[config.mk]
export PLATFORM = sky130hd
export DESIGN_NAME = balance_robot_cascade_loops_top
export DESIGN_NICKNAME = d
export VERILOG_FILES = /design/src/sv/bbcl_pkg.sv /design/src/sv/bbcl_useq.sv /design/src/sv/bbcl_datapath.sv /design/src/sv/balance_robot_cascade_loops_top.sv
export SDC_FILE = /design/constraint.sdc
export NUM_CORES = 2
export LEC_CHECK = 0
export ABC_AREA = 0
export BUFFER_PORTS_ARGS = -buffer_cell sky130_fd_sc_hd__buf_2
export CAP_MARGIN = 20
export CORE_MARGIN = 1
export CORE_UTILIZATION = 28
export DETAILED_ROUTE_END_ITERATION = 7
export HOLD_SLACK_MARGIN = 0.08
export PLACE_DENSITY = 0.54
export SLEW_MARGIN = 20
export SYNTH_ARGS = -nofsm -noshare
export SYNTH_HDL_FRONTEND = slang
export SYNTH_SLANG_ARGS = --single-unit
[constraint.sdc]
create_clock -name clk -period 13.3 [get_ports clk]
set_input_delay 0.665 -clock clk [delete_from_list [all_inputs] [get_ports clk]]
set_output_delay 0.665 -clock clk [all_outputs]
set_load 0.01 [all_outputs]
[src/sv/bbcl_pkg.sv]
package bbcl_pkg;

    // Fraction bits of the gain registers.
    localparam int BBCL_GAIN_FRAC_BITS = 16;

    // Datapath widths.
    localparam int BBCL_MUL_W  = 33;
    localparam int BBCL_PROD_W = 2 * BBCL_MUL_W;
    localparam int BBCL_ACC_W  = 68;
    localparam int BBCL_STEP_W = 4;
    localparam int BBCL_CFG_IDX_W = 8;

    // Reciprocal of 5 scaled by 2^34, rounded up; exact for magnitudes below 2^34.
    localparam logic [31:0] BBCL_DIV5_RECIP = 32'd3435973837;
    localparam int          BBCL_DIV5_SHIFT = 34;

    // Integral clamp: 10000 counts with 12 fraction bits.
    localparam logic signed [32:0] BBCL_INTEG_MAX = 33'sd40960000;
    localparam logic signed [32:0] BBCL_INTEG_MIN = -33'sd40960000;

    // Register indexes of the configuration port.
    localparam logic [BBCL_CFG_IDX_W-1:0] CFG_BAL_KP         = 8'd0;
    localparam logic [BBCL_CFG_IDX_W-1:0] CFG_BAL_KD         = 8'd1;
    localparam logic [BBCL_CFG_IDX_W-1:0] CFG_SPEED_KP       = 8'd2;
    localparam logic [BBCL_CFG_IDX_W-1:0] CFG_SPEED_KI       = 8'd3;
    localparam logic [BBCL_CFG_IDX_W-1:0] CFG_TURN_KP        = 8'd4;
    localparam logic [BBCL_CFG_IDX_W-1:0] CFG_TURN_KD        = 8'd5;
    localparam logic [BBCL_CFG_IDX_W-1:0] CFG_BALANCE_OFFSET = 8'd6;
    localparam logic [BBCL_CFG_IDX_W-1:0] CFG_TILT_LIMIT     = 8'd7;

    // Register reset values.
    localparam logic signed [31:0] RST_BAL_KP         = 32'sd27852800;
    localparam logic signed [31:0] RST_BAL_KD         = 32'sd131072;
    localparam logic signed [31:0] RST_SPEED_KP       = -32'sd3735552;
    localparam logic signed [31:0] RST_SPEED_KI       = -32'sd18350;
    localparam logic signed [31:0] RST_TURN_KP        = 32'sd983040;
    localparam logic signed [31:0] RST_TURN_KD        = 32'sd9830;
    localparam logic signed [16:0] RST_BALANCE_OFFSET = 17'sd0;
    localparam logic [15:0]        RST_TILT_LIMIT     = 16'd7680;

    // Configuration registers as seen by the datapath.
    typedef struct packed {
        logic signed [31:0] bal_kp;
        logic signed [31:0] bal_kd;
        logic signed [31:0] speed_kp;
        logic signed [31:0] speed_ki;
        logic signed [31:0] turn_kp;
        logic signed [31:0] turn_kd;
        logic signed [16:0] balance_offset;
        logic [15:0]        tilt_limit;
    } bbcl_cfg_t;

    // Multiplier operand A sources.
    typedef enum logic [2:0] {
        MA_BIAS,
        MA_TILT,
        MA_NUM,
        MA_TURN,
        MA_YAW,
        MA_FILT,
        MA_INTEG
    } bbcl_mula_t;

    // Multiplier operand B sources.
    typedef enum logic [2:0] {
        MB_BKP,
        MB_BKD,
        MB_RECIP,
        MB_TKP,
        MB_TKD,
        MB_SKP,
        MB_SKI
    } bbcl_mulb_t;

    // Accumulator operations.
    typedef enum logic [2:0] {
        ACC_HOLD,
        ACC_LOAD,
        ACC_ADD,
        ACC_ADD_SHL8,
        ACC_SUB,
        ACC_ROUND
    } bbcl_acc_op_t;

    // Which drive term a rounding or write step works on.
    typedef enum logic [1:0] {
        TERM_BAL,
        TERM_SPD,
        TERM_TRN
    } bbcl_term_t;

    // Jump conditions of the sequencer.
    typedef enum logic [1:0] {
        COND_NEVER,
        COND_ALWAYS,
        COND_NO_IN,
        COND_OUT_BUSY
    } bbcl_cond_t;

    // Control word that drives the datapath.
    typedef struct packed {
        logic         capture;
        logic         mul_en;
        bbcl_mula_t   mula;
        bbcl_mulb_t   mulb;
        bbcl_acc_op_t acc_op;
        bbcl_term_t   term;
        logic         write_term;
        logic         filt_prep;
        logic         filt_div;
        logic         integ_upd;
        logic         integ_clr;
        logic         out_load;
    } bbcl_ctrl_t;

    // One microcode word: datapath control plus the jump.
    typedef struct packed {
        bbcl_ctrl_t             ctrl;
        bbcl_cond_t             cond;
        logic [BBCL_STEP_W-1:0] target;
    } bbcl_uword_t;

    // Named steps used as jump targets.
    localparam logic [BBCL_STEP_W-1:0] ST_IDLE   = 4'd0;
    localparam logic [BBCL_STEP_W-1:0] ST_WAIT   = 4'd12;

    // Microprogram for one control tick.
    function automatic bbcl_uword_t bbcl_urom(input logic [BBCL_STEP_W-1:0] step);
        bbcl_uword_t w;
        begin
            w = '0;
            case (step)
                // Wait for an input word.
                4'd0:
                begin
                    w.cond   = COND_NO_IN;
                    w.target = ST_IDLE;
                end
                // Balance P product; filter numerator and tilt check.
                4'd1:
                begin
                    w.ctrl.mul_en    = 1'b1;
                    w.ctrl.mula      = MA_BIAS;
                    w.ctrl.mulb      = MB_BKP;
                    w.ctrl.filt_prep = 1'b1;
                end
                4'd2:
                begin
                    w.ctrl.mul_en = 1'b1;
                    w.ctrl.mula   = MA_TILT;
                    w.ctrl.mulb   = MB_BKD;
                    w.ctrl.acc_op = ACC_LOAD;
                end
                // Divide the filter numerator by 5.
                4'd3:
                begin
                    w.ctrl.mul_en = 1'b1;
                    w.ctrl.mula   = MA_NUM;
                    w.ctrl.mulb   = MB_RECIP;
                    w.ctrl.acc_op = ACC_ADD_SHL8;
                end
                4'd4:
                begin
                    w.ctrl.mul_en   = 1'b1;
                    w.ctrl.mula     = MA_TURN;
                    w.ctrl.mulb     = MB_TKP;
                    w.ctrl.acc_op   = ACC_ROUND;
                    w.ctrl.term     = TERM_BAL;
                    w.ctrl.filt_div = 1'b1;
                end
                4'd5:
                begin
                    w.ctrl.mul_en     = 1'b1;
                    w.ctrl.mula       = MA_YAW;
                    w.ctrl.mulb       = MB_TKD;
                    w.ctrl.acc_op     = ACC_LOAD;
                    w.ctrl.term       = TERM_BAL;
                    w.ctrl.write_term = 1'b1;
                    w.ctrl.integ_upd  = 1'b1;
                end
                4'd6:
                begin
                    w.ctrl.mul_en = 1'b1;
                    w.ctrl.mula   = MA_FILT;
                    w.ctrl.mulb   = MB_SKP;
                    w.ctrl.acc_op = ACC_SUB;
                end
                4'd7:
                begin
                    w.ctrl.acc_op = ACC_ROUND;
                    w.ctrl.term   = TERM_TRN;
                end
                4'd8:
                begin
                    w.ctrl.mul_en     = 1'b1;
                    w.ctrl.mula       = MA_INTEG;
                    w.ctrl.mulb       = MB_SKI;
                    w.ctrl.acc_op     = ACC_LOAD;
                    w.ctrl.term       = TERM_TRN;
                    w.ctrl.write_term = 1'b1;
                end
                4'd9:
                begin
                    w.ctrl.acc_op = ACC_ADD;
                end
                4'd10:
                begin
                    w.ctrl.acc_op = ACC_ROUND;
                    w.ctrl.term   = TERM_SPD;
                end
                // Speed term done; the integral may now be cleared.
                4'd11:
                begin
                    w.ctrl.term       = TERM_SPD;
                    w.ctrl.write_term = 1'b1;
                    w.ctrl.integ_clr  = 1'b1;
                end
                // Hold until the output register is free.
                4'd12:
                begin
                    w.cond   = COND_OUT_BUSY;
                    w.target = ST_WAIT;
                end
                4'd13:
                begin
                    w.ctrl.out_load = 1'b1;
                    w.cond          = COND_ALWAYS;
                    w.target        = ST_IDLE;
                end
                default:
                begin
                    w.cond   = COND_ALWAYS;
                    w.target = ST_IDLE;
                end
            endcase
            return w;
        end
    endfunction

endpackage

[src/sv/bbcl_useq.sv]
module bbcl_useq
    import bbcl_pkg::*;
(
    input  logic       clk,
    input  logic       rst_n,
    input  logic       in_valid,
    input  logic       out_busy,
    output logic       idle,
    output bbcl_ctrl_t ctrl
);

    logic [BBCL_STEP_W-1:0] pc_reg;
    logic [BBCL_STEP_W-1:0] pc_next;
    bbcl_uword_t            uword;
    logic                   jump;

    // Fetch the control word of the current step.
    assign uword = bbcl_urom(pc_reg);
    assign idle  = (pc_reg == ST_IDLE);

    // Evaluate the jump condition.
    always_comb
    begin
        case (uword.cond)
            COND_NEVER:    jump = 1'b0;
            COND_ALWAYS:   jump = 1'b1;
            COND_NO_IN:    jump = ~in_valid;
            COND_OUT_BUSY: jump = out_busy;
            default:       jump = 1'b0;
        endcase
    end

    // Next step: jump target or fall through.
    always_comb
    begin
        if (jump)
        begin
            pc_next = uword.target;
        end
        else
        begin
            pc_next = pc_reg + BBCL_STEP_W'(1);
        end
    end

    // Control word out; the input word is captured in the idle step.
    always_comb
    begin
        ctrl         = uword.ctrl;
        ctrl.capture = idle & in_valid;
    end

    always_ff @(posedge clk or negedge rst_n)
    begin
        if (!rst_n)
        begin
            pc_reg <= ST_IDLE;
        end
        else
        begin
            pc_reg <= pc_next;
        end
    end

endmodule

[src/sv/bbcl_datapath.sv]
module bbcl_datapath
    import bbcl_pkg::*;
#(
    parameter int GAIN_FRAC_BITS = BBCL_GAIN_FRAC_BITS
)
(
    input  logic                clk,
    input  logic                rst_n,
    input  bbcl_ctrl_t          ctrl,
    input  bbcl_cfg_t           cfg,
    input  logic signed [16:0]  angle,
    input  logic signed [15:0]  tilt_rate,
    input  logic signed [15:0]  yaw_rate,
    input  logic signed [15:0]  left_count,
    input  logic signed [15:0]  right_count,
    input  logic signed [15:0]  speed_target,
    input  logic signed [15:0]  turn_target,
    input  logic                out_stall,
    output logic                out_busy,
    output logic                out_valid,
    output logic signed [31:0]  balance_drive,
    output logic signed [31:0]  speed_drive,
    output logic signed [31:0]  turn_drive,
    output logic                motors_off
);

    // Scaling of each drive term.
    localparam int SH_BAL = GAIN_FRAC_BITS + 8;
    localparam int SH_SPD = GAIN_FRAC_BITS + 12;
    localparam int SH_TRN = GAIN_FRAC_BITS;
    localparam logic signed [BBCL_ACC_W-1:0] MASK_BAL =
        (BBCL_ACC_W'(1) <<< SH_BAL) - BBCL_ACC_W'(1);
    localparam logic signed [BBCL_ACC_W-1:0] MASK_SPD =
        (BBCL_ACC_W'(1) <<< SH_SPD) - BBCL_ACC_W'(1);
    localparam logic signed [BBCL_ACC_W-1:0] MASK_TRN =
        (BBCL_ACC_W'(1) <<< SH_TRN) - BBCL_ACC_W'(1);
    localparam logic signed [BBCL_ACC_W-1:0] SAT_HI =
        {{(BBCL_ACC_W-31){1'b0}}, {31{1'b1}}};
    localparam logic signed [BBCL_ACC_W-1:0] SAT_LO =
        {{(BBCL_ACC_W-31){1'b1}}, {31{1'b0}}};

    // Captured input word.
    logic signed [16:0] angle_reg,  angle_next;
    logic signed [15:0] tilt_reg,   tilt_next;
    logic signed [15:0] yaw_reg,    yaw_next;
    logic signed [15:0] left_reg,   left_next;
    logic signed [15:0] right_reg,  right_next;
    logic signed [15:0] spdt_reg,   spdt_next;
    logic signed [15:0] turnt_reg,  turnt_next;

    // Arithmetic registers.
    logic signed [BBCL_PROD_W-1:0] prod_reg, prod_next;
    logic signed [BBCL_ACC_W-1:0]  acc_reg,  acc_next;
    logic [31:0]                   num_abs_reg, num_abs_next;
    logic                          num_neg_reg, num_neg_next;
    logic                          off_reg, off_next;

    // Loop state. The filter output stays within 4096 times the largest error,
    // below 2^29, so 32 bits hold it.
    logic signed [31:0] filt_reg,  filt_next;
    logic signed [31:0] integ_reg, integ_next;

    // Finished terms and the output register.
    logic signed [31:0] bal_stage_reg, bal_stage_next;
    logic signed [31:0] spd_stage_reg, spd_stage_next;
    logic signed [31:0] trn_stage_reg, trn_stage_next;
    logic signed [31:0] bal_out_reg,   bal_out_next;
    logic signed [31:0] spd_out_reg,   spd_out_next;
    logic signed [31:0] trn_out_reg,   trn_out_next;
    logic               off_out_reg,   off_out_next;
    logic               out_valid_reg, out_valid_next;

    // Combinational values.
    logic signed [17:0]            bias;
    logic signed [17:0]            err;
    logic signed [33:0]            num;
    logic signed [33:0]            num_mag;
    logic [16:0]                   abs_angle;
    logic signed [BBCL_MUL_W-1:0]  mul_a;
    logic signed [BBCL_MUL_W-1:0]  mul_b;
    logic signed [BBCL_PROD_W-1:0] prod_full;
    logic signed [BBCL_ACC_W-1:0]  prod_ext;
    logic signed [BBCL_ACC_W-1:0]  round_mask;
    logic signed [BBCL_ACC_W-1:0]  shifted;
    logic signed [31:0]            term_sat;
    logic signed [31:0]            quot;
    logic signed [32:0]            integ_sum;
    logic signed [31:0]            integ_clamped;

    // Operand preparation.
    assign bias      = 18'(angle_reg) - 18'(cfg.balance_offset);
    assign err       = 18'(left_reg) + 18'(right_reg) - 18'(spdt_reg);
    assign num       = (34'(filt_reg) <<< 2) + (34'(err) <<< 12);
    assign num_mag   = num[33] ? -num : num;
    assign abs_angle = angle_reg[16] ? 17'(-angle_reg) : 17'(angle_reg);

    // Multiplier operand A.
    always_comb
    begin
        case (ctrl.mula)
            MA_BIAS:  mul_a = BBCL_MUL_W'(bias);
            MA_TILT:  mul_a = BBCL_MUL_W'(tilt_reg);
            MA_NUM:   mul_a = {1'b0, num_abs_reg};
            MA_TURN:  mul_a = BBCL_MUL_W'(turnt_reg);
            MA_YAW:   mul_a = BBCL_MUL_W'(yaw_reg);
            MA_FILT:  mul_a = BBCL_MUL_W'(filt_reg);
            MA_INTEG: mul_a = BBCL_MUL_W'(integ_reg);
            default:  mul_a = '0;
        endcase
    end

    // Multiplier operand B.
    always_comb
    begin
        case (ctrl.mulb)
            MB_BKP:   mul_b = BBCL_MUL_W'(cfg.bal_kp);
            MB_BKD:   mul_b = BBCL_MUL_W'(cfg.bal_kd);
            MB_RECIP: mul_b = {1'b0, BBCL_DIV5_RECIP};
            MB_TKP:   mul_b = BBCL_MUL_W'(cfg.turn_kp);
            MB_TKD:   mul_b = BBCL_MUL_W'(cfg.turn_kd);
            MB_SKP:   mul_b = BBCL_MUL_W'(cfg.speed_kp);
            MB_SKI:   mul_b = BBCL_MUL_W'(cfg.speed_ki);
            default:  mul_b = '0;
        endcase
    end

    assign prod_full = mul_a * mul_b;
    assign prod_ext  = BBCL_ACC_W'(prod_reg);

    // Rounding bias and final scaling of the selected term.
    always_comb
    begin
        case (ctrl.term)
            TERM_BAL:
            begin
                round_mask = MASK_BAL;
                shifted    = acc_reg >>> SH_BAL;
            end
            TERM_SPD:
            begin
                round_mask = MASK_SPD;
                shifted    = acc_reg >>> SH_SPD;
            end
            TERM_TRN:
            begin
                round_mask = MASK_TRN;
                shifted    = acc_reg >>> SH_TRN;
            end
            default:
            begin
                round_mask = '0;
                shifted    = '0;
            end
        endcase
    end

    // Saturate the scaled term to 32 bits.
    always_comb
    begin
        if (shifted > SAT_HI)
        begin
            term_sat = SAT_HI[31:0];
        end
        else if (shifted < SAT_LO)
        begin
            term_sat = SAT_LO[31:0];
        end
        else
        begin
            term_sat = shifted[31:0];
        end
    end

    // Quotient magnitude of the filter division; the numerator's sign is restored when the filter is written.
    assign quot = prod_reg[BBCL_DIV5_SHIFT+31:BBCL_DIV5_SHIFT];

    // Integral update with clamp.
    assign integ_sum = 33'(integ_reg) + 33'(filt_reg);
    always_comb
    begin
        if (integ_sum > BBCL_INTEG_MAX)
        begin
            integ_clamped = BBCL_INTEG_MAX[31:0];
        end
        else if (integ_sum < BBCL_INTEG_MIN)
        begin
            integ_clamped = BBCL_INTEG_MIN[31:0];
        end
        else
        begin
            integ_clamped = integ_sum[31:0];
        end
    end

    // Next values of all registers.
    always_comb
    begin
        angle_next     = angle_reg;
        tilt_next      = tilt_reg;
        yaw_next       = yaw_reg;
        left_next      = left_reg;
        right_next     = right_reg;
        spdt_next      = spdt_reg;
        turnt_next     = turnt_reg;
        prod_next      = prod_reg;
        acc_next       = acc_reg;
        num_abs_next   = num_abs_reg;
        num_neg_next   = num_neg_reg;
        off_next       = off_reg;
        filt_next      = filt_reg;
        integ_next     = integ_reg;
        bal_stage_next = bal_stage_reg;
        spd_stage_next = spd_stage_reg;
        trn_stage_next = trn_stage_reg;
        bal_out_next   = bal_out_reg;
        spd_out_next   = spd_out_reg;
        trn_out_next   = trn_out_reg;
        off_out_next   = off_out_reg;
        out_valid_next = out_valid_reg;

        // Input capture.
        if (ctrl.capture)
        begin
            angle_next = angle;
            tilt_next  = tilt_rate;
            yaw_next   = yaw_rate;
            left_next  = left_count;
            right_next = right_count;
            spdt_next  = speed_target;
            turnt_next = turn_target;
        end

        // Shared multiplier.
        if (ctrl.mul_en)
        begin
            prod_next = prod_full;
        end

        // Accumulator.
        case (ctrl.acc_op)
            ACC_HOLD:     acc_next = acc_reg;
            ACC_LOAD:     acc_next = prod_ext;
            ACC_ADD:      acc_next = acc_reg + prod_ext;
            ACC_ADD_SHL8: acc_next = acc_reg + (prod_ext <<< 8);
            ACC_SUB:      acc_next = acc_reg - prod_ext;
            ACC_ROUND:    acc_next = acc_reg + (acc_reg[BBCL_ACC_W-1] ? round_mask : '0);
            default:      acc_next = acc_reg;
        endcase

        // Filter numerator and tilt check.
        if (ctrl.filt_prep)
        begin
            num_neg_next = num[33];
            num_abs_next = num_mag[31:0];
            off_next     = abs_angle > {1'b0, cfg.tilt_limit};
        end

        if (ctrl.filt_div)
        begin
            filt_next = num_neg_reg ? -quot : quot;
        end

        // Integral: update, and clear after the speed term on a tilt-over.
        if (ctrl.integ_upd)
        begin
            integ_next = integ_clamped;
        end
        else if (ctrl.integ_clr && off_reg)
        begin
            integ_next = '0;
        end

        // Finished drive terms.
        if (ctrl.write_term)
        begin
            case (ctrl.term)
                TERM_BAL: bal_stage_next = term_sat;
                TERM_SPD: spd_stage_next = term_sat;
                TERM_TRN: trn_stage_next = term_sat;
                default:  bal_stage_next = bal_stage_reg;
            endcase
        end

        // Output register: a word leaves when taken, a new one enters on commit.
        if (out_valid_reg && !out_stall)
        begin
            out_valid_next = 1'b0;
        end
        if (ctrl.out_load)
        begin
            bal_out_next   = bal_stage_reg;
            spd_out_next   = spd_stage_reg;
            trn_out_next   = trn_stage_reg;
            off_out_next   = off_reg;
            out_valid_next = 1'b1;
        end
    end

    // Loop state and output valid.
    always_ff @(posedge clk or negedge rst_n)
    begin
        if (!rst_n)
        begin
            filt_reg      <= '0;
            integ_reg     <= '0;
            out_valid_reg <= 1'b0;
        end
        else
        begin
            filt_reg      <= filt_next;
            integ_reg     <= integ_next;
            out_valid_reg <= out_valid_next;
        end
    end

    // Payload registers.
    always_ff @(posedge clk)
    begin
        angle_reg     <= angle_next;
        tilt_reg      <= tilt_next;
        yaw_reg       <= yaw_next;
        left_reg      <= left_next;
        right_reg     <= right_next;
        spdt_reg      <= spdt_next;
        turnt_reg     <= turnt_next;
        prod_reg      <= prod_next;
        acc_reg       <= acc_next;
        num_abs_reg   <= num_abs_next;
        num_neg_reg   <= num_neg_next;
        off_reg       <= off_next;
        bal_stage_reg <= bal_stage_next;
        spd_stage_reg <= spd_stage_next;
        trn_stage_reg <= trn_stage_next;
        bal_out_reg   <= bal_out_next;
        spd_out_reg   <= spd_out_next;
        trn_out_reg   <= trn_out_next;
        off_out_reg   <= off_out_next;
    end

    assign out_busy      = out_valid_reg;
    assign out_valid     = out_valid_reg;
    assign balance_drive = bal_out_reg;
    assign speed_drive   = spd_out_reg;
    assign turn_drive    = trn_out_reg;
    assign motors_off    = off_out_reg;

endmodule

[src/sv/balance_robot_cascade_loops_top.sv]
// Balance robot controller: one input word per control tick gives one output word with
// the balance PD term, the speed PI term, the turn PD term and the motors-off flag. A
// microprogram of 13 steps after the idle step runs every term and the speed filter
// through one shared 33x33-bit multiplier and an accumulator. A result is committed in the
// last step, after which the sequencer returns to the idle step and the next word can be
// accepted; a new word is not taken while the previous one is worked on. A finished
// result waits in the output register while the next word is already being worked on;
// only the final commit waits for that register to drain. Configuration registers are
// written through cfg_we, cfg_index and cfg_data; the user must write them only while
// the block is idle, which the block itself does not enforce; indexes beyond the eight
// registers are ignored.
module balance_robot_cascade_loops_top
    import bbcl_pkg::*;
#(
    parameter int GAIN_FRAC_BITS = BBCL_GAIN_FRAC_BITS
)
(
    input  logic                      clk,
    input  logic                      rst_n,
    input  logic                      cfg_we,
    input  logic [BBCL_CFG_IDX_W-1:0] cfg_index,
    input  logic [31:0]               cfg_data,
    input  logic                      in_valid,
    output logic                      in_stall,
    input  logic signed [16:0]        angle,
    input  logic signed [15:0]        tilt_rate,
    input  logic signed [15:0]        yaw_rate,
    input  logic signed [15:0]        left_count,
    input  logic signed [15:0]        right_count,
    input  logic signed [15:0]        speed_target,
    input  logic signed [15:0]        turn_target,
    output logic                      out_valid,
    input  logic                      out_stall,
    output logic signed [31:0]        balance_drive,
    output logic signed [31:0]        speed_drive,
    output logic signed [31:0]        turn_drive,
    output logic                      motors_off
);

    bbcl_cfg_t  cfg_reg;
    bbcl_cfg_t  cfg_next;
    bbcl_ctrl_t ctrl;
    logic       idle;
    logic       out_busy;

    // Configuration register writes.
    always_comb
    begin
        cfg_next = cfg_reg;
        if (cfg_we)
        begin
            case (cfg_index)
                CFG_BAL_KP:         cfg_next.bal_kp         = cfg_data;
                CFG_BAL_KD:         cfg_next.bal_kd         = cfg_data;
                CFG_SPEED_KP:       cfg_next.speed_kp       = cfg_data;
                CFG_SPEED_KI:       cfg_next.speed_ki       = cfg_data;
                CFG_TURN_KP:        cfg_next.turn_kp        = cfg_data;
                CFG_TURN_KD:        cfg_next.turn_kd        = cfg_data;
                CFG_BALANCE_OFFSET: cfg_next.balance_offset = cfg_data[16:0];
                CFG_TILT_LIMIT:     cfg_next.tilt_limit     = cfg_data[15:0];
                default:            cfg_next = cfg_reg;
            endcase
        end
    end

    always_ff @(posedge clk or negedge rst_n)
    begin
        if (!rst_n)
        begin
            cfg_reg.bal_kp         <= RST_BAL_KP;
            cfg_reg.bal_kd         <= RST_BAL_KD;
            cfg_reg.speed_kp       <= RST_SPEED_KP;
            cfg_reg.speed_ki       <= RST_SPEED_KI;
            cfg_reg.turn_kp        <= RST_TURN_KP;
            cfg_reg.turn_kd        <= RST_TURN_KD;
            cfg_reg.balance_offset <= RST_BALANCE_OFFSET;
            cfg_reg.tilt_limit     <= RST_TILT_LIMIT;
        end
        else
        begin
            cfg_reg <= cfg_next;
        end
    end

    // Input words are taken only in the idle step.
    assign in_stall = ~idle;

    // Microcode sequencer.
    bbcl_useq u_useq
    (
        .clk      (clk),
        .rst_n    (rst_n),
        .in_valid (in_valid),
        .out_busy (out_busy),
        .idle     (idle),
        .ctrl     (ctrl)
    );

    // Arithmetic datapath with loop state and output register.
    bbcl_datapath #(
        .GAIN_FRAC_BITS (GAIN_FRAC_BITS)
    ) u_datapath
    (
        .clk           (clk),
        .rst_n         (rst_n),
        .ctrl          (ctrl),
        .cfg           (cfg_reg),
        .angle         (angle),
        .tilt_rate     (tilt_rate),
        .yaw_rate      (yaw_rate),
        .left_count    (left_count),
        .right_count   (right_count),
        .speed_target  (speed_target),
        .turn_target   (turn_target),
        .out_stall     (out_stall),
        .out_busy      (out_busy),
        .out_valid     (out_valid),
        .balance_drive (balance_drive),
        .speed_drive   (speed_drive),
        .turn_drive    (turn_drive),
        .motors_off    (motors_off)
    );

endmodule
Word-level counts from Yosys, hierarchy flattened
Index checks and enable logic that the tools add are counted.
{ "word_totals": {"register_bits": 768, "inputBits": 158, "out_inout_bits": 99, "wordCells": 153} }
{ "classes": {"n_addsub": 13, "n_mul": 1, "n_lt_le_gt_ge": 5, "n_eq_ne": 42, "n_mux": 29, "n_bitwise": 3, "n_reduce_logical": 29} }
{ "op_table": {"columns": ["cell", "n"], "rows": [
  ["case mux 33 bit (7 select lines)", 2],
  ["case mux 68 bit (5 select lines)", 1],
  ["two-way mux 32 bit", 8],
  ["case mux 68 bit (3 select lines)", 1],
  ["adder 68 bit", 2],
  ["case mux 28 bit (3 select lines)", 1],
  ["adder 68 x 66 -> 68 bit", 1],
  ["greater-than comparator 68 x 32 -> 1 bit (second input constant)", 1],
  ["less-than comparator 68 x 32 -> 1 bit (second input constant)", 1],
  ["subtractor 68 x 66 -> 68 bit", 1],
  ["multiplier 33 x 33 -> 66 bit", 1],
  ["negation 32 bit", 2],
  ["case mux 7 bit (7 select lines)", 1],
  ["adder 34 x 30 -> 34 bit", 1],
  ["adder 32 x 32 -> 33 bit", 1],
  ["greater-than comparator 33 x 27 -> 1 bit (second input constant)", 1],
  ["less-than comparator 33 x 27 -> 1 bit (second input constant)", 1],
  ["equality test 8 x 3 -> 1 bit (second input constant)", 4],
  ["two-way mux 28 bit", 1],
  ["equality test 3 bit (second input constant)", 8],
  ["equality test 4 bit (second input constant)", 6],
  ["AND reduction 2 bit", 11],
  ["equality test 3 x 2 -> 1 bit (second input constant)", 6],
  ["case mux 6 bit (3 select lines)", 1],
  ["other kinds (33)", 58]
]} }

Logic depth before layout (Yosys ltp)
{ "depth": {"ltp_word": 8, "mapped_depth": 44, "depth_no_buf": 41} }

Modules after synthesis
From an unflattened synthesis, not the netlist that was laid out.
{ "hier_totals": {"cells_unflattened": 8983, "area_unflattened_um2": 86623.1} }
{ "modules_own_cells": {"columns": ["mod", "n_inst", "cells_per_inst", "area_per_inst_um2", "seq_area_each_um2"], "rows": [
  ["bbcl_datapath", 1, 8432, 77523.1, 15800.2],
  ["balance_robot_cascade_loops_top", 1, 489, 8612.0, 5701.7],
  ["bbcl_useq", 1, 62, 488.0, 100.1]
]} }

Worst setup path before layout
OpenSTA, ideal clock, no wires.
{ "synth_path": {"kind": "register -> register", "from": "register u_useq.pc_reg[0]", "to": "register u_datapath.prod_reg[56], data pin", "setup_time_ns": 0.260, "arrival_time_ns": 10.068, "required_time_ns": 13.040, "setup_slack_ns": 2.972, "path_stages_with_launch": 35, "path_buffers": 5, "period_less_slack_ns": 10.328, "cell_sequence": "dfrtp_1 inv_1 ha_1 clkbuf_1 inv_1 nor2_1 nor2_1 clkbuf_1 buf_1 clkbuf_1 nor2_1 o31ai_1 clkbuf_1 nand2_1 fa_1 fa_1 inv_1 fa_1 fa_1 fa_1 fa_1 fa_1 inv_1 fa_1 inv_1 ha_1 a21o_1 a21o_1 a21oi_1 o21ai_0 a211o_1 a41o_1 and3_1 nand2b_1 xor2_1"} }
{ "synth_via": {"elab_chain_cells": 5, "elab_cells_between_ends": 25, "classes_between": "mul (1); eq/ne (19); mux (3); reduce/logical (2)"} }
{ "synth_lines": {"columns": ["element", "line", "source"], "rows": [
  ["start: declaration", "bbcl_useq.sv:12", "logic [BBCL_STEP_W-1:0] pc_reg;"],
  ["start signal: assignment", "bbcl_useq.sv:61", "pc_reg <= pc_next;"],
  ["equality test 4 bit (tied with other cells)", "bbcl_pkg.sv:132", "case (step)"],
  ["case mux 7 bit (7 select lines) (*)", "bbcl_pkg.sv:132", null],
  ["equality test 3 bit (tied with other cells)", "bbcl_datapath.sv:100", "case (ctrl.mula)"],
  ["case mux 33 bit (7 select lines) (on tied branches)", "bbcl_datapath.sv:100, bbcl_datapath.sv:115", null],
  ["multiplier 33 x 33 -> 66 bit (*)", "bbcl_datapath.sv:127", "assign prod_full = mul_a * mul_b;"],
  ["net u_datapath.prod_full[56]", "bbcl_datapath.sv:81", "logic signed [BBCL_PROD_W-1:0] prod_full;"],
  ["end signal: assignment", "bbcl_datapath.sv:326", "prod_reg <= prod_next;"],
  ["end: declaration", "bbcl_datapath.sv:52", "logic signed [BBCL_PROD_W-1:0] prod_reg, prod_next;"]
]} }
Mark *: on every way through the listed nets, which the timed path passes. The rest lies on a longest branch.
A chain may end at the register's enable or synchronous reset.

Final worst setup path
{ "layout_path": {"from": "register u_useq.pc_reg[2]", "to": "register u_datapath.prod_reg[61], data pin"} }
Same word-level chain as after synthesis.

==> run summary <==
Routability-driven placement finished with a final weighted congestion of ~0.94. The final clock skew is between 30 and 40 ps. The number of flops mapped to enable cells by yosys is 472. The register with the most flip-flops in the layout has 225 of them. The number of setup buffers added after CTS is 0.

The final critical path time including I/O delays and setup came out at 12320 ps. In this run the clock root is driven by a clkbuf_16. In the synthesized netlist the dominant register cell turns out to be edfxtp_1. Counting flops and latches in the post-synthesis netlist gives 766. The max-slew violation count came out at 0. The critical path is of the flip-flop to flip-flop type. Wires add up to 292.1 mm. The floorplan row count came out at 203. Sequential elements use 25.11% of the synthesized area. The number of DRC markers after the initial detailed-route iteration came out at 5980. Buffers inserted to repair hold after CTS numbered 0. The number of cells upsized or downsized after cts came out at 0. The number of failing setup endpoints in the final timing report came out at 0.

The type of the worst min-delay path is primary input to asynchronous set/reset pin. Setup repair after global routing left no endpoint under its margin. The count of TritonRoute iterations in the first routing pass is 8. The netlist uses 107 different library cells. Of the cells placed in the final design, the portion with a size suffix greater than 1 is 10.51%. The later-pin clock latency in the skew report came out at 700 ps.

The initial antenna violation count came to 16. The synthesized area per cell is 9.496 µm². The average wire per cell in the routed design came out at 21.92 µm. The final antenna-violating net count is 0. The total of max-cap violations came out at 0. The total core area came out at 305800 µm².

The flow ran to the end, and the final reports show no timing, DRC or antenna violations. STA classifies the critical path endpoint as a flip-flop. The placement-stage worst setup slack is ~1100 ps. The final worst-path setup slack came out at 983.6 ps. The period utilization is 92.60%. The H-tree level count came out at 3.

The I/O pin count is 257. The number of synthesis warnings is 0. The number of global-route vias before repair came out at 67675. The initial core utilization came out at 28.13%. Measured along the x axis, the die boundary spans around 560 µm. The net total in the final layout is 10964.

The number of clock buffers inserted by TritonCTS is 82. The synthesized cell area is approximately 86000 µm². The cell occurring most often along the worst timing path is fa_1.

The library cell used most frequently in the layout, excluding fill and tap cells, is inv_1. The sink count of the clock tree came out at 766. Port buffering added 256 buffers.

The global router's overall resource usage came out at 18.77%. Dividing the detail-routed via count by the number of cells gives 5.034. In the routed design, unresolved DRC markers number 0.

The largest buffer count on any clock path is 3. The clock slew at the register clock pins of the worst setup and hold paths is 70 ps. The required time at the worst-slack endpoint came out at 13730 ps. The slowest cell on the critical path is and3_1. The wire length of the first global-routing pass came out at approximately 440 mm. The final total negative setup slack came out at 0 ps. Entering global routing, the biggest net connects 126 pins.

The die covers a little over 300000 µm². The worst setup path is launched from a flip-flop. From bottom edge to top edge, the die measures 556.3 µm. Synthesis produced a netlist with a net count of around 11000. The total congestion overflow is 0. The count of final hold-check violations is 0. The maximum net fanout on the critical path is 28. Once placement completed, the tool counted placed cells totaling 13172. The library cells used most frequently in the layout, excluding fill and tap cells, are 1391 x inv_1, 1166 x fa_1, 1127 x nand2_1. The actual transition at the worst max-transition pin is 1148 ps. Once detailed placement completed, the half-perimeter wirelength came to 231.6 mm. The post-synthesis to final-layout area growth is 10.88%.

Derived from the worst setup path, the maximum achievable clock frequency is 81.19 MHz. The via count came out at 67081. The count of mapped cells out of synthesis came out at between 9000 and 10000.

The post-synthesis async set-or-reset flop share is between 30% and 40%. The worst-case headroom to the max-slew limit is 23.46%. The data arrival time of the critical path came out at 12750 ps. The end-of-flow core utilization is 31.19%. The highest cell delay on the worst timing path is 1020 ps. TritonCTS built the clock tree. The count of non-filler cells in the finished layout is approximately 13000.
==> Yosys cell counts, drive strengths merged, types with 74 or more instances <==
| cell | count | share of area (%) |
|---|---|---|
| clkbuf | 387 | 1.7 |
| fa | 1167 | 27 |
| nor3 | 98 | 0.57 |
| ha | 483 | 7.0 |
| and2 | 74 | 0.54 |
| xnor2 | 240 | 2.5 |
| edfxtp | 472 | 16 |
| nand3 | 112 | 0.65 |
| inv | 1392 | 6.1 |
| nor2 | 725 | 3.2 |
| o21ai | 382 | 2.2 |
| a21oi | 480 | 2.8 |
| dfrtp | 237 | 6.9 |
| xor2 | 207 | 2.1 |
| mux2 | 229 | 3.0 |
| a21o | 149 | 1.3 |
| nand2 | 1129 | 4.9 |
==> stage by stage <==
| step | hold WS [ps] | instance area, µm² |
|---|---|---|
| 2_1_floorplan | 369.4 | 86030 |
| 3_3_place_gp | 400.6 | 92630 |
| 3_5_place_dp | 404.5 | 92660 |
| 4_1_cts | 102.6 | 95390 |
| 5_1_grt | 127.2 | 95390 |
| 6_report | 105.7 | 95390 |
==> critical path, delay by kind of cell, from the launching register on <==
family                     cells  cell delay (ps)
AOI/OAI and AO/OA              8             1740
xor gates and xnor gates       1              160
adders and majority gates      9             4750
buffers and inverters          9             1510
DFF                            1              540
and+or+nand+nor               11             3300
==> layer usage <==
layer	track usage (%)	vias up	routed length (µm)
met5	0	-	96
met4	5.708	14	9718
met3	3.299	424	24670
li1	-	30004	-
met2	29.70	2631	130200
met1	25.99	34008	127300
==> worst paths after layout <==
path	depth (start not counted)	slack, ps	from	end
setup / recovery	38	980	u_useq.pc_reg[2]$_DFF_PN0_	u_datapath.prod_reg[61]$_DFFE_PN_
max in group asynchronous	3	11080	rst_n	u_datapath.integ_reg[27]$_DFFE_PN0P_
hold reg to reg	0	420	u_datapath.spd_stage_reg[23]$_DFFE_PP_	u_datapath.speed_drive[23]$_DFFE_PP_
hold / removal	1	110	rst_n	cfg_reg[181]$_DFFE_PN0P_
setup reg to reg	38	980	u_useq.pc_reg[2]$_DFF_PN0_	u_datapath.prod_reg[61]$_DFFE_PN_
min in group clk	1	150	left_count[3]	u_datapath.left_reg[3]$_DFFE_PP_
==> cells by family after synthesis <==
group	after synthesis	synth area share, %
and+or+nand+nor	2527	12.93
buffers and inverters	1824	8.018
adders and majority gates	1650	34.18
AOI/OAI and AO/OA	1581	11.75
DFF	766	25.11
xor gates and xnor gates	447	4.568
muxes	265	3.450
==> cell type report <==
type                       instances  area, µm²
multi-input combinational       6470      57990
clock inverter                    48      533.0
fill                           32007     210400
sequential                       766      21600
timing repair buffer             442       2708
antenna                            1      2.502
inverter                        1394       5233
clock buffer                     105       2190
tap                             4100       5130
Power is not shown: default switching activity piles up to over one toggle a cycle in this logic, so the estimate is an artifact.
